<file path="src/rtl/assert_macros.svh">
// Assertion macros shared by the CRC engine RTL.
// Included by files that carry concurrent checks; needs no other file.
`ifndef ASSERT_MACROS_SVH
`define ASSERT_MACROS_SVH

// Property that must hold at every rising edge outside reset.
`define ASSERT_CLK(label, clk, rst_n, prop, msg) \
    label: assert property (@(posedge clk) disable iff (!rst_n) (prop)) \
        else $error(msg);

// Condition that must never be true at a rising edge outside reset.
`define ASSERT_NEVER(label, clk, rst_n, cond, msg) \
    label: assert property (@(posedge clk) disable iff (!rst_n) !(cond)) \
        else $error(msg);

`endif

</file>
<file path="src/rtl/crcwb_pkg.sv">
// Package of the CRC word/byte engine: widths, register codes, types, helpers.
// Used by every module of the engine; depends on nothing.
`timescale 1ns / 1ps

package crcwb_pkg;

    localparam int CRC_W      = 32;
    localparam int CNT_W      = 3;
    localparam int NUM_BYTES  = 4;
    localparam int IN_TDATA_W = 40;
    localparam int TBL_DEPTH  = 32;
    localparam int TBL_IDX_W  = 5;
    localparam int ADDR_W     = 5;
    localparam int Q_DEPTH    = 2;
    localparam int Q_PTR_W    = 1;
    localparam int Q_CNT_W    = 2;

    localparam logic [CNT_W-1:0] NB_MAX = 3'd4;

    localparam logic [CRC_W-1:0] POLY_RESET       = 32'h04C1_1DB7;
    localparam logic [CRC_W-1:0] INIT_RESET       = 32'hFFFF_FFFF;
    localparam logic [CRC_W-1:0] FINAL_XOR_RESET  = 32'hFFFF_FFFF;
    localparam logic [CRC_W-1:0] CRC_REG_RESET    = 32'hFFFF_FFFF;

    typedef enum logic [2:0] {
        REG_POLYNOMIAL     = 3'd0,
        REG_INITIAL_VALUE  = 3'd1,
        REG_FINAL_XOR      = 3'd2,
        REG_REFLECT_INPUT  = 3'd3,
        REG_REFLECT_OUTPUT = 3'd4
    } cfg_reg_t;

    typedef enum logic [1:0] {
        TBL_LOAD,
        TBL_SWEEP,
        TBL_READY
    } tbl_state_t;

    typedef logic [TBL_DEPTH-1:0][CRC_W-1:0] crc_tbl_t;

    typedef struct packed {
        logic [CRC_W-1:0] aligned;
        logic [CNT_W-1:0] nbytes;
        logic             first;
        logic             last;
    } crc_item_t;

    typedef struct packed {
        logic [CRC_W-1:0] initial_value;
        logic [CRC_W-1:0] final_xor;
        logic             reflect_output;
    } back_cfg_t;

    function automatic logic [CRC_W-1:0] bit_reverse(input logic [CRC_W-1:0] v);
        logic [CRC_W-1:0] r;
        for (int k = 0; k < CRC_W; k++)
        begin
            r[k] = v[CRC_W-1-k];
        end
        return r;
    endfunction

endpackage

</file>
<file path="src/rtl/crcwb_table.sv">
// Sequencer that fills the table of x^(32+j) mod P, j = 0..31, one entry a cycle.
// Runs after reset and after each polynomial write; uses crcwb_pkg.
`timescale 1ns / 1ps

module crcwb_table
    import crcwb_pkg::*;
(
    input  logic             clk,
    input  logic             rst_n,
    input  logic [CRC_W-1:0] polynomial,
    input  logic             poly_write,
    output crc_tbl_t         tbl,
    output logic             table_ready
);

    tbl_state_t           state_reg;
    tbl_state_t           state_next;
    logic [TBL_IDX_W-1:0] idx_reg;
    logic [TBL_IDX_W-1:0] idx_next;
    logic [CRC_W-1:0]     cur_reg;
    logic [CRC_W-1:0]     cur_next;
    crc_tbl_t             tbl_reg;
    logic                 load_en;
    logic                 sweep_en;

    always_comb
    begin
        state_next = state_reg;
        if (poly_write)
        begin
            state_next = TBL_LOAD;
        end
        else
        begin
            case (state_reg)
                TBL_LOAD:  state_next = TBL_SWEEP;
                TBL_SWEEP:
                begin
                    if (idx_reg == TBL_IDX_W'(TBL_DEPTH - 1))
                    begin
                        state_next = TBL_READY;
                    end
                end
                TBL_READY: state_next = TBL_READY;
                default:   state_next = TBL_LOAD;
            endcase
        end
    end

    always_comb
    begin
        load_en     = 1'b0;
        sweep_en    = 1'b0;
        table_ready = 1'b0;
        case (state_reg)
            TBL_LOAD:  load_en     = 1'b1;
            TBL_SWEEP: sweep_en    = 1'b1;
            TBL_READY: table_ready = 1'b1;
            default:   load_en     = 1'b1;
        endcase
    end

    always_comb
    begin
        idx_next = idx_reg;
        cur_next = cur_reg;
        if (load_en)
        begin
            idx_next = '0;
            cur_next = polynomial;
        end
        else if (sweep_en)
        begin
            idx_next = idx_reg + TBL_IDX_W'(1);
            cur_next = {cur_reg[CRC_W-2:0], 1'b0} ^ (cur_reg[CRC_W-1] ? polynomial : '0);
        end
    end

    always_ff @(posedge clk or negedge rst_n)
    begin
        if (!rst_n)
        begin
            state_reg <= TBL_LOAD;
            idx_reg   <= '0;
        end
        else
        begin
            state_reg <= state_next;
            idx_reg   <= idx_next;
        end
    end

    always_ff @(posedge clk)
    begin
        cur_reg <= cur_next;
        if (sweep_en)
        begin
            tbl_reg[idx_reg] <= cur_reg;
        end
    end

    assign tbl = tbl_reg;

endmodule

</file>
<file path="src/rtl/crcwb_front.sv">
// Front end: takes input beats, clamps the byte count and aligns the data bits
// to the order in which they enter the CRC register. Uses crcwb_pkg.
`timescale 1ns / 1ps

module crcwb_front
    import crcwb_pkg::*;
(
    input  logic                  s_tvalid,
    output logic                  s_tready,
    input  logic [IN_TDATA_W-1:0] s_tdata,
    input  logic                  s_tuser,
    input  logic                  s_tlast,
    input  logic                  reflect_input,
    input  logic                  table_ready,
    output logic                  q_valid,
    input  logic                  q_ready,
    output crc_item_t             q_item
);

    logic [CRC_W-1:0] word;
    logic [CNT_W-1:0] count;
    logic [CNT_W-1:0] nbytes;
    logic [CRC_W-1:0] ordered;
    logic [CRC_W-1:0] masked;

    assign word  = s_tdata[CRC_W-1:0];
    assign count = s_tdata[CRC_W+CNT_W-1:CRC_W];

    // Byte i of the word feeds before byte i+1, so it lands in the top byte.
    always_comb
    begin
        nbytes = (count > NB_MAX) ? NB_MAX : count;
        if (reflect_input)
        begin
            ordered = bit_reverse(word);
        end
        else
        begin
            ordered = {word[7:0], word[15:8], word[23:16], word[31:24]};
        end
        for (int p = 0; p < NUM_BYTES; p++)
        begin
            masked[8*p +: 8] = ((CNT_W'(p) + nbytes) >= NB_MAX) ? ordered[8*p +: 8] : 8'h00;
        end
    end

    assign s_tready       = q_ready && table_ready;
    assign q_valid        = s_tvalid && table_ready;
    assign q_item.aligned = masked;
    assign q_item.nbytes  = nbytes;
    assign q_item.first   = s_tuser;
    assign q_item.last    = s_tlast;

endmodule

</file>
<file path="src/rtl/crcwb_queue.sv">
// Two-entry queue between the front end and the CRC datapath.
// Carries crc_item_t from crcwb_pkg.
`timescale 1ns / 1ps

module crcwb_queue
    import crcwb_pkg::*;
(
    input  logic               clk,
    input  logic               rst_n,
    input  logic               push_valid,
    output logic               push_ready,
    input  crc_item_t          push_item,
    output logic               pop_valid,
    input  logic               pop_ready,
    output crc_item_t          pop_item,
    output logic [Q_CNT_W-1:0] count
);

    crc_item_t            mem_reg [Q_DEPTH];
    logic [Q_PTR_W-1:0]   wr_ptr_reg;
    logic [Q_PTR_W-1:0]   wr_ptr_next;
    logic [Q_PTR_W-1:0]   rd_ptr_reg;
    logic [Q_PTR_W-1:0]   rd_ptr_next;
    logic [Q_CNT_W-1:0]   count_reg;
    logic [Q_CNT_W-1:0]   count_next;
    logic                 do_push;
    logic                 do_pop;

    assign push_ready = (count_reg != Q_CNT_W'(Q_DEPTH));
    assign pop_valid  = (count_reg != '0);
    assign do_push    = push_valid && push_ready;
    assign do_pop     = pop_valid && pop_ready;
    assign pop_item   = mem_reg[rd_ptr_reg];
    assign count      = count_reg;

    always_comb
    begin
        wr_ptr_next = do_push ? wr_ptr_reg + Q_PTR_W'(1) : wr_ptr_reg;
        rd_ptr_next = do_pop ? rd_ptr_reg + Q_PTR_W'(1) : rd_ptr_reg;
        count_next  = count_reg;
        if (do_push && !do_pop)
        begin
            count_next = count_reg + Q_CNT_W'(1);
        end
        else if (do_pop && !do_push)
        begin
            count_next = count_reg - Q_CNT_W'(1);
        end
    end

    always_ff @(posedge clk or negedge rst_n)
    begin
        if (!rst_n)
        begin
            wr_ptr_reg <= '0;
            rd_ptr_reg <= '0;
            count_reg  <= '0;
        end
        else
        begin
            wr_ptr_reg <= wr_ptr_next;
            rd_ptr_reg <= rd_ptr_next;
            count_reg  <= count_next;
        end
    end

    always_ff @(posedge clk)
    begin
        if (do_push)
        begin
            mem_reg[wr_ptr_reg] <= push_item;
        end
    end

endmodule

</file>
<file path="src/rtl/crcwb_back.sv">
// Back end: one table-driven update of the CRC register per item and the
// output register for results. Uses crcwb_pkg and the table from crcwb_table.
`timescale 1ns / 1ps

module crcwb_back
    import crcwb_pkg::*;
(
    input  logic             clk,
    input  logic             rst_n,
    input  logic             pop_valid,
    output logic             pop_ready,
    input  crc_item_t        pop_item,
    input  crc_tbl_t         tbl,
    input  back_cfg_t        cfg,
    output logic             m_tvalid,
    input  logic             m_tready,
    output logic [CRC_W-1:0] m_tdata
);

    logic [CRC_W-1:0] crc_reg;
    logic [CRC_W-1:0] crc_next;
    logic             out_valid_reg;
    logic             out_valid_next;
    logic [CRC_W-1:0] out_data_reg;
    logic [CRC_W-1:0] out_data_next;
    logic [CRC_W-1:0] start;
    logic [CRC_W-1:0] t;
    logic [CRC_W-1:0] prod [NUM_BYTES];
    logic [CRC_W-1:0] high;
    logic             out_free;
    logic             take;

    // t * x^(8k) mod P: the bits shifted past the top fold back through the table.
    always_comb
    begin
        start = pop_item.first ? cfg.initial_value : crc_reg;
        t     = start ^ pop_item.aligned;
        for (int k = 1; k <= NUM_BYTES; k++)
        begin
            high        = t >> (CRC_W - 8 * k);
            prod[k - 1] = t << (8 * k);
            for (int j = 0; j < TBL_DEPTH; j++)
            begin
                if ((j < 8 * k) && high[j])
                begin
                    prod[k - 1] = prod[k - 1] ^ tbl[j];
                end
            end
        end
        case (pop_item.nbytes)
            3'd1:    crc_next = prod[0];
            3'd2:    crc_next = prod[1];
            3'd3:    crc_next = prod[2];
            3'd4:    crc_next = prod[3];
            default: crc_next = t;
        endcase
    end

    assign out_free  = !out_valid_reg || m_tready;
    assign pop_ready = !pop_item.last || out_free;
    assign take      = pop_valid && pop_ready;

    always_comb
    begin
        out_valid_next = out_valid_reg;
        out_data_next  = out_data_reg;
        if (take && pop_item.last)
        begin
            out_valid_next = 1'b1;
            out_data_next  = (cfg.reflect_output ? bit_reverse(crc_next) : crc_next)
                             ^ cfg.final_xor;
        end
        else if (m_tready)
        begin
            out_valid_next = 1'b0;
        end
    end

    always_ff @(posedge clk or negedge rst_n)
    begin
        if (!rst_n)
        begin
            crc_reg       <= CRC_REG_RESET;
            out_valid_reg <= 1'b0;
        end
        else
        begin
            if (take)
            begin
                crc_reg <= crc_next;
            end
            out_valid_reg <= out_valid_next;
        end
    end

    always_ff @(posedge clk)
    begin
        out_data_reg <= out_data_next;
    end

    assign m_tvalid = out_valid_reg;
    assign m_tdata  = out_data_reg;

endmodule

</file>
<file path="src/rtl/crc32_word_byte_engine.sv">
// Top level of the programmable CRC-32 word/byte engine with its register port.
// Depends on crcwb_pkg, crcwb_table, crcwb_front, crcwb_queue, crcwb_back.
//
// Usage:
// The input stream carries one little-endian word per beat with 1 to 4 valid
// bytes; tuser marks the first beat of a message, tlast the last one. A count
// of zero feeds no bytes, a count above four is taken as four.
// The output stream gives one CRC per message, after the beat marked tlast.
// The register port sets polynomial, initial value, final XOR and the two
// reflection switches; registers are to be written only while the engine is
// idle, a rule the engine does not enforce. A last beat passes the queue and
// the result register before its CRC is on m_tdata. Unless stalled, one beat
// is taken per cycle: the whole word enters the CRC register in one update
// through a 32-entry table of x^(32+j) mod P. That table is built one entry a
// cycle, and after reset and after each polynomial write s_tready stays low
// until it is built. The result register and a two-entry queue decouple the
// sides: a stalled receiver holds the result, and beats keep flowing until a
// second last beat must wait. Reset restores the Ethernet CRC-32 settings.
`timescale 1ns / 1ps
`include "assert_macros.svh"

module crc32_word_byte_engine
    import crcwb_pkg::*;
(
    input  logic                  clk,
    input  logic                  rst_n,
    input  logic                  psel,
    input  logic                  penable,
    input  logic                  pwrite,
    input  logic [ADDR_W-1:0]     paddr,
    input  logic [31:0]           pwdata,
    output logic [31:0]           prdata,
    output logic                  pready,
    input  logic                  s_tvalid,
    output logic                  s_tready,
    // data_word [31:0], byte_count [34:32], zero [39:35]
    input  logic [IN_TDATA_W-1:0] s_tdata,
    // first
    input  logic                  s_tuser,
    input  logic                  s_tlast,
    output logic                  m_tvalid,
    input  logic                  m_tready,
    // crc_result [31:0]
    output logic [CRC_W-1:0]      m_tdata
);

    logic [CRC_W-1:0]   polynomial_reg;
    logic [CRC_W-1:0]   initial_value_reg;
    logic [CRC_W-1:0]   final_xor_reg;
    logic               reflect_input_reg;
    logic               reflect_output_reg;
    logic               cfg_write;
    logic               poly_write;
    cfg_reg_t           reg_sel;
    crc_tbl_t           tbl;
    logic               table_ready;
    logic               q_push_valid;
    logic               q_push_ready;
    crc_item_t          q_push_item;
    logic               pop_valid;
    logic               pop_ready;
    crc_item_t          pop_item;
    logic [Q_CNT_W-1:0] q_count;
    back_cfg_t          back_cfg;

    assign pready     = 1'b1;
    assign cfg_write  = psel && penable && pwrite && pready;
    assign reg_sel    = cfg_reg_t'(paddr[ADDR_W-1:2]);
    assign poly_write = cfg_write && (reg_sel == REG_POLYNOMIAL);

    always_ff @(posedge clk or negedge rst_n)
    begin
        if (!rst_n)
        begin
            polynomial_reg     <= POLY_RESET;
            initial_value_reg  <= INIT_RESET;
            final_xor_reg      <= FINAL_XOR_RESET;
            reflect_input_reg  <= 1'b1;
            reflect_output_reg <= 1'b1;
        end
        else if (cfg_write)
        begin
            case (reg_sel)
                REG_POLYNOMIAL:     polynomial_reg     <= pwdata;
                REG_INITIAL_VALUE:  initial_value_reg  <= pwdata;
                REG_FINAL_XOR:      final_xor_reg      <= pwdata;
                REG_REFLECT_INPUT:  reflect_input_reg  <= pwdata[0];
                REG_REFLECT_OUTPUT: reflect_output_reg <= pwdata[0];
                default:            ;
            endcase
        end
    end

    always_comb
    begin
        case (reg_sel)
            REG_POLYNOMIAL:     prdata = polynomial_reg;
            REG_INITIAL_VALUE:  prdata = initial_value_reg;
            REG_FINAL_XOR:      prdata = final_xor_reg;
            REG_REFLECT_INPUT:  prdata = {31'd0, reflect_input_reg};
            REG_REFLECT_OUTPUT: prdata = {31'd0, reflect_output_reg};
            default:            prdata = '0;
        endcase
    end

    assign back_cfg.initial_value  = initial_value_reg;
    assign back_cfg.final_xor      = final_xor_reg;
    assign back_cfg.reflect_output = reflect_output_reg;

    crcwb_table u_table (
        .clk         (clk),
        .rst_n       (rst_n),
        .polynomial  (polynomial_reg),
        .poly_write  (poly_write),
        .tbl         (tbl),
        .table_ready (table_ready)
    );

    crcwb_front u_front (
        .s_tvalid      (s_tvalid),
        .s_tready      (s_tready),
        .s_tdata       (s_tdata),
        .s_tuser       (s_tuser),
        .s_tlast       (s_tlast),
        .reflect_input (reflect_input_reg),
        .table_ready   (table_ready),
        .q_valid       (q_push_valid),
        .q_ready       (q_push_ready),
        .q_item        (q_push_item)
    );

    crcwb_queue u_queue (
        .clk        (clk),
        .rst_n      (rst_n),
        .push_valid (q_push_valid),
        .push_ready (q_push_ready),
        .push_item  (q_push_item),
        .pop_valid  (pop_valid),
        .pop_ready  (pop_ready),
        .pop_item   (pop_item),
        .count      (q_count)
    );

    crcwb_back u_back (
        .clk       (clk),
        .rst_n     (rst_n),
        .pop_valid (pop_valid),
        .pop_ready (pop_ready),
        .pop_item  (pop_item),
        .tbl       (tbl),
        .cfg       (back_cfg),
        .m_tvalid  (m_tvalid),
        .m_tready  (m_tready),
        .m_tdata   (m_tdata)
    );

    `ASSERT_CLK(a_poly_write_stalls_input, clk, rst_n, poly_write |=> !s_tready, "input accepted while the table is rebuilt")

    `ASSERT_NEVER(a_queue_overflow, clk, rst_n, q_count > 2'd2, "queue holds more beats than its depth")

    `ASSERT_CLK(a_result_from_last_beat, clk, rst_n, $rose(m_tvalid) |-> $past(pop_valid && pop_ready && pop_item.last), "result appeared without a last beat")

endmodule
</file>
<file path="config.mk">
export PLATFORM = sky130hd
export DESIGN_NAME = crc32_word_byte_engine
export DESIGN_NICKNAME = d
export VERILOG_FILES = /design/src/rtl/crcwb_pkg.sv /design/src/rtl/crcwb_table.sv /design/src/rtl/crcwb_front.sv /design/src/rtl/crcwb_queue.sv /design/src/rtl/crcwb_back.sv /design/src/rtl/crc32_word_byte_engine.sv
export VERILOG_INCLUDE_DIRS = /design/src /design/src/rtl
export SDC_FILE = /design/constraint.sdc
export NUM_CORES = 2
export LEC_CHECK = 0
export ABC_AREA = 0
export BUFFER_PORTS_ARGS = -buffer_cell sky130_fd_sc_hd__buf_2
export CAP_MARGIN = 40
export CELL_PAD_IN_SITES_DETAIL_PLACEMENT = 2
export CELL_PAD_IN_SITES_GLOBAL_PLACEMENT = 2
export CORE_ASPECT_RATIO = 1.1
export CORE_UTILIZATION = 47
export DETAILED_ROUTE_END_ITERATION = 12
export PLACE_DENSITY = 0.95
export SETUP_SLACK_MARGIN = 0.02
export SLEW_MARGIN = 25
export SYNTH_ARGS = -nofsm -noshare
export SYNTH_HDL_FRONTEND = slang
export SYNTH_SLANG_ARGS = --single-unit
</file>
<file path="constraint.sdc">
create_clock -name clk -period 7.41 [get_ports clk]
set_input_delay 1.482 -clock clk [delete_from_list [all_inputs] [get_ports clk]]
set_output_delay 1.482 -clock clk [all_outputs]
set_load 0.01 [all_outputs]
</file>
==> results.sh, run 1 <==
export IMPL_yosysSeqAreaShare_pct=47.8
export IMPL_io_buffers=144
export IMPL_dp_hpwl_um=293000
export IMPL_start_util_pct=47.3
export IMPL_syn_inst=7543
export IMPL_stop_stage="3_5_place_dp"
export IMPL_syn_num_nets=7642
export IMPL_synth_main_ff_cell="edfxtp_1"
export IMPL_ys_top_cells_by_area="edfxtp_1 43%, xnor2_1 17%, nand2_1 13%"
export IMPL_yosysUniqueCellTypes=62
export IMPL_synthArstFlopShare_pct=10.9
export IMPL_status="aborted with a tool error"
export IMPL_synth_seq_cells=1304
export IMPL_first_error="[ERROR DPL-0033] detailed placement checks failed during check placement."
export IMPL_die_w_um=397
export IMPL_yosysWarnings=0
export IMPL_yosys_area_top_type="edfxtp_1"
export IMPL_synthDominantCellAreaShare_pct=43.2
export IMPL_rows=159
export IMPL_pin_count=153
export IMPL_die_h_um=437
export IMPL_syn_cell_area_mm2=0.0807
export IMPL_avgSynthCellArea_um2=10.7
export IMPL_synth_edf_count=1162
export IMPL_place_congestion=0.927
==> kinds of logic after synthesis <==
| kind of cell | Yosys count | share of synthesized area (%) |
|---|---|---|
| other | 1 | 0.00465 |
| xor gates and xnor gates | 2347 | 29.2 |
| buffers and inverters | 360 | 2.29 |
| adders and majority gates | 13 | 0.202 |
| AOI/OAI and AO/OA | 215 | 1.86 |
| DFF | 1304 | 47.8 |
| and+or+nand+nor | 2941 | 13.9 |
| muxes | 362 | 4.77 |
==> Yosys cell counts (3+ instances only) <==
cell       number
o21ai_1         3
dfrtp_1        30
mux2i_1       214
o2bb2ai_1       6
o21ai_0        61
o221ai_1        8
and2_1          4
a32o_1         33
nand2b_1       17
o31ai_1         3
a21oi_1        37
mux2_4          4
a22oi_1        13
buf_2         185
clkbuf_1       71
nand2_1      2725
xnor2_1      1612
o22ai_1         9
edfxtp_1     1162
dfstp_2       112
ha_1           13
xor3_1          6
nand3_1         5
a211oi_1        7
xnor2_2        14
mux2_2        141
buf_6           7
nor2_1        162
xnor3_1       197
a221oi_1       16
buf_1          27
nand3b_1        3
xnor2_4         5
a22o_1          3
nor2b_1        13
inv_1          13
xor2_1        513
buf_4          56
==> stage by stage <==
| stage | cells | hold WS [ns] | worst slack, ns | instance area (um^2) |
|---|---|---|---|---|
| after floorplan | 7543 | 0.432 | 3.20 | 80700 |
| after global placement | 9824 | 0.439 | 1.07 | 85100 |
==> inputs of run 2 (changes only) <==
--- a/config.mk
+++ b/config.mk
@@ -9,13 +9,9 @@
 export ABC_AREA = 0
 export BUFFER_PORTS_ARGS = -buffer_cell sky130_fd_sc_hd__buf_2
 export CAP_MARGIN = 40
-export CELL_PAD_IN_SITES_DETAIL_PLACEMENT = 2
-export CELL_PAD_IN_SITES_GLOBAL_PLACEMENT = 2
-export CORE_ASPECT_RATIO = 1.1
-export CORE_UTILIZATION = 47
+export CORE_UTILIZATION = 35
 export DETAILED_ROUTE_END_ITERATION = 12
-export PLACE_DENSITY = 0.95
-export SETUP_SLACK_MARGIN = 0.02
+export PLACE_DENSITY_LB_ADDON = 0.15
 export SLEW_MARGIN = 25
 export SYNTH_ARGS = -nofsm -noshare
 export SYNTH_HDL_FRONTEND = slang
==> results.sh, run 2 <==
export IMPL_status="finished clean"
export IMPL_drc=0
export IMPL_drtIter0Drc=7225
export IMPL_cts_resized=0
export IMPL_syn_num_nets=7642
export IMPL_pin_count=153
export IMPL_drive_gt1_share_pct=12.8
export IMPL_synth_edf_count=1162
export IMPL_worstPathArrival_ns=6.80
export IMPL_synth_common_cells="2725 x nand2_1, 1612 x xnor2_1, 1162 x edfxtp_1, 513 x xor2_1, 214 x mux2i_1"
export IMPL_synth_most_common_cell="nand2_1"
export IMPL_crit_fanout=32
export IMPL_period_share_pct=84.2
export IMPL_dr_pass1_iters=8
export IMPL_antenna_found_initial=15
export IMPL_io_buffers=144
export IMPL_finalClockSkew_ns=0.0308
export IMPL_die_w_um=482
export IMPL_worst_setup_path_start_kind="register"
export IMPL_areaGrowthSynthToFinish_pct=14.4
export IMPL_crit_required_ns=7.97
export IMPL_rows=175
export IMPL_ys_top_cells_by_area="edfxtp_1 43%, xnor2_1 17%, nand2_1 13%"
export IMPL_post_cts_buffers=0
export IMPL_path_clk_slew_ns=0.06
export IMPL_nets=7886
export IMPL_slew_viol_final=0
export IMPL_syn_inst=7543
export IMPL_die_h_um=482
export IMPL_grt_pass1_vias=56916
export IMPL_yosysSeqAreaShare_pct=47.8
export IMPL_largest_reg_flops=1024
export IMPL_final_setup_viol_count=0
export IMPL_cts_root_buf="clkbuf_16"
export IMPL_die_area_mm2=0.232
export IMPL_fin_crit_ns=6.24
export IMPL_utilization_pct=40.4
export IMPL_design_core_area_mm2=0.228
export IMPL_grt_pass1_wl_um=470000
export IMPL_max_slew_worst_pin_slew_ns=0.946
export IMPL_ctsHoldBuffers=0
export IMPL_rsz0062_at_grt="false"
export IMPL_maxCapViolCount=0
export IMPL_avgSynthCellArea_um2=10.7
export IMPL_clock_path_buffers=3
export IMPL_yosysWarnings=0
export IMPL_synthArstFlopShare_pct=10.9
export IMPL_overflow=0
export IMPL_clock_latency_ns=0.84
export IMPL_finalHoldViolations=0
export IMPL_place_congestion=0.899
export IMPL_track_usage_pct=29.2
export IMPL_clock_sinks=1304
export IMPL_vias_per_cell=5.38
export IMPL_start_util_pct=35.4
export IMPL_clock_fmax_mhz=160
export IMPL_min_path_type="reg -> reg"
export IMPL_yosys_area_top_type="edfxtp_1"
export IMPL_critPathKind="reg -> reg"
export IMPL_slew_headroom_pct=36.8
export IMPL_synth_seq_cells=1304
export IMPL_grt_max_degree=94
export IMPL_wire_per_inst_um=31.4
export IMPL_ant_nets=0
export IMPL_synthDominantCellAreaShare_pct=43.2
export IMPL_endpoint_kind="register"
export IMPL_syn_cell_area_mm2=0.0807
export IMPL_layout_commonest_cell="nand2_1"
export IMPL_dp_hpwl_um=215000
export IMPL_drt_total_wl_um=343000
export IMPL_final_cell_mix="2724 x nand2_1, 1603 x xnor2_1, 1162 x edfxtp_1"
export IMPL_htree_levels=4
export IMPL_yosysUniqueCellTypes=62
export IMPL_cts_tree="done"
export IMPL_cts_buffers=152
export IMPL_synth_main_ff_cell="edfxtp_1"
export IMPL_vias=58738
export IMPL_fin_tns_setup_ns=0
-- run 2: cell families after synthesis --
| logic type | count (synthesis) | share of synthesized area (%) |
|---|---|---|
| AND/OR/NAND/NOR | 2941 | 13.9 |
| XOR/XNOR | 2347 | 29.2 |
| flip-flops | 1304 | 47.8 |
| multiplexers | 362 | 4.77 |
| buffers and inverters | 360 | 2.29 |
| AO/OA/AOI/OAI | 215 | 1.86 |
| adder cells (fa/ha/maj) | 13 | 0.202 |
| other | 1 | 0.00465 |
-- run 2: path summary, 6_finish.rpt --
kind / cells after the start / start / endpoint / slack (ns)
worst min register to register: 2 / u_back.crc_reg[16] / u_back.crc_reg[16] / 0.46
max in group asynchronous: 2 / rst_n / polynomial_reg[15] / 5.74
worst min-delay path: 2 / u_back.crc_reg[16] / u_back.crc_reg[16] / 0.46
min in group asynchronous: 1 / rst_n / polynomial_reg[20] / 0.58
worst max register to register: 16 / u_queue.rd_ptr_reg / u_back.m_tdata[8] / 1.17
worst max-delay path: 16 / u_queue.rd_ptr_reg / u_back.m_tdata[8] / 1.17
-- run 2: final cells by class --
type | instances | area [um^2]
Fill cell | 22140 | 136000
Multi-Input combinational cell | 5879 | 40900
Sequential cell | 1304 | 38600
Clock buffer | 191 | 4210
Timing Repair Buffer | 436 | 3920
Tap cell | 3009 | 3760
Clock inverter | 86 | 830
Inverter | 14 | 52.6
Antenna cell | 6 | 15.0
-- run 2: per-layer routing --
layer  vias to the layer above  share of wire, %  global-route usage (%)
li1                      25172                 -                       -
met1                     29885                42                    39.8
met2                      3107                45                    46.5
met3                       562               8.8                    4.75
met4                        12               4.2                    11.3
met5                         -             0.035                       0
-- run 2: critical path, cell delays in order, from the launching register on --
cell	delay [ns]
dfrtp_4	0.49
mux2i_4	0.65
buf_4	0.39
mux2_2	0.48
xnor2_4	0.55
buf_4	0.70
buf_4	0.47
nand2_1	0.14
xnor2_1	0.15
xnor2_1	0.14
xnor2_1	0.21
xnor3_1	0.36
o221ai_1	0.18
a221oi_1	0.10
buf_4	0.28
mux2i_1	0.47
xor2_1	0.13
-- run 2: stage by stage --
stage               std cells  setup slack (ns)  cell area, um^2  hold WS, ns
CTS                     10916              1.32            92200        0.457
floorplan                7543              3.20            80700        0.432
global route            10920              1.13            92300        0.471
global placement        10593              1.35            86300        0.446
finish                  10925              1.17            92300        0.459
detailed placement      10639              1.31            87200        0.448
Power of run 2 is not shown: default switching activity piles up to over one toggle a cycle in this logic, so the estimate is an artifact.
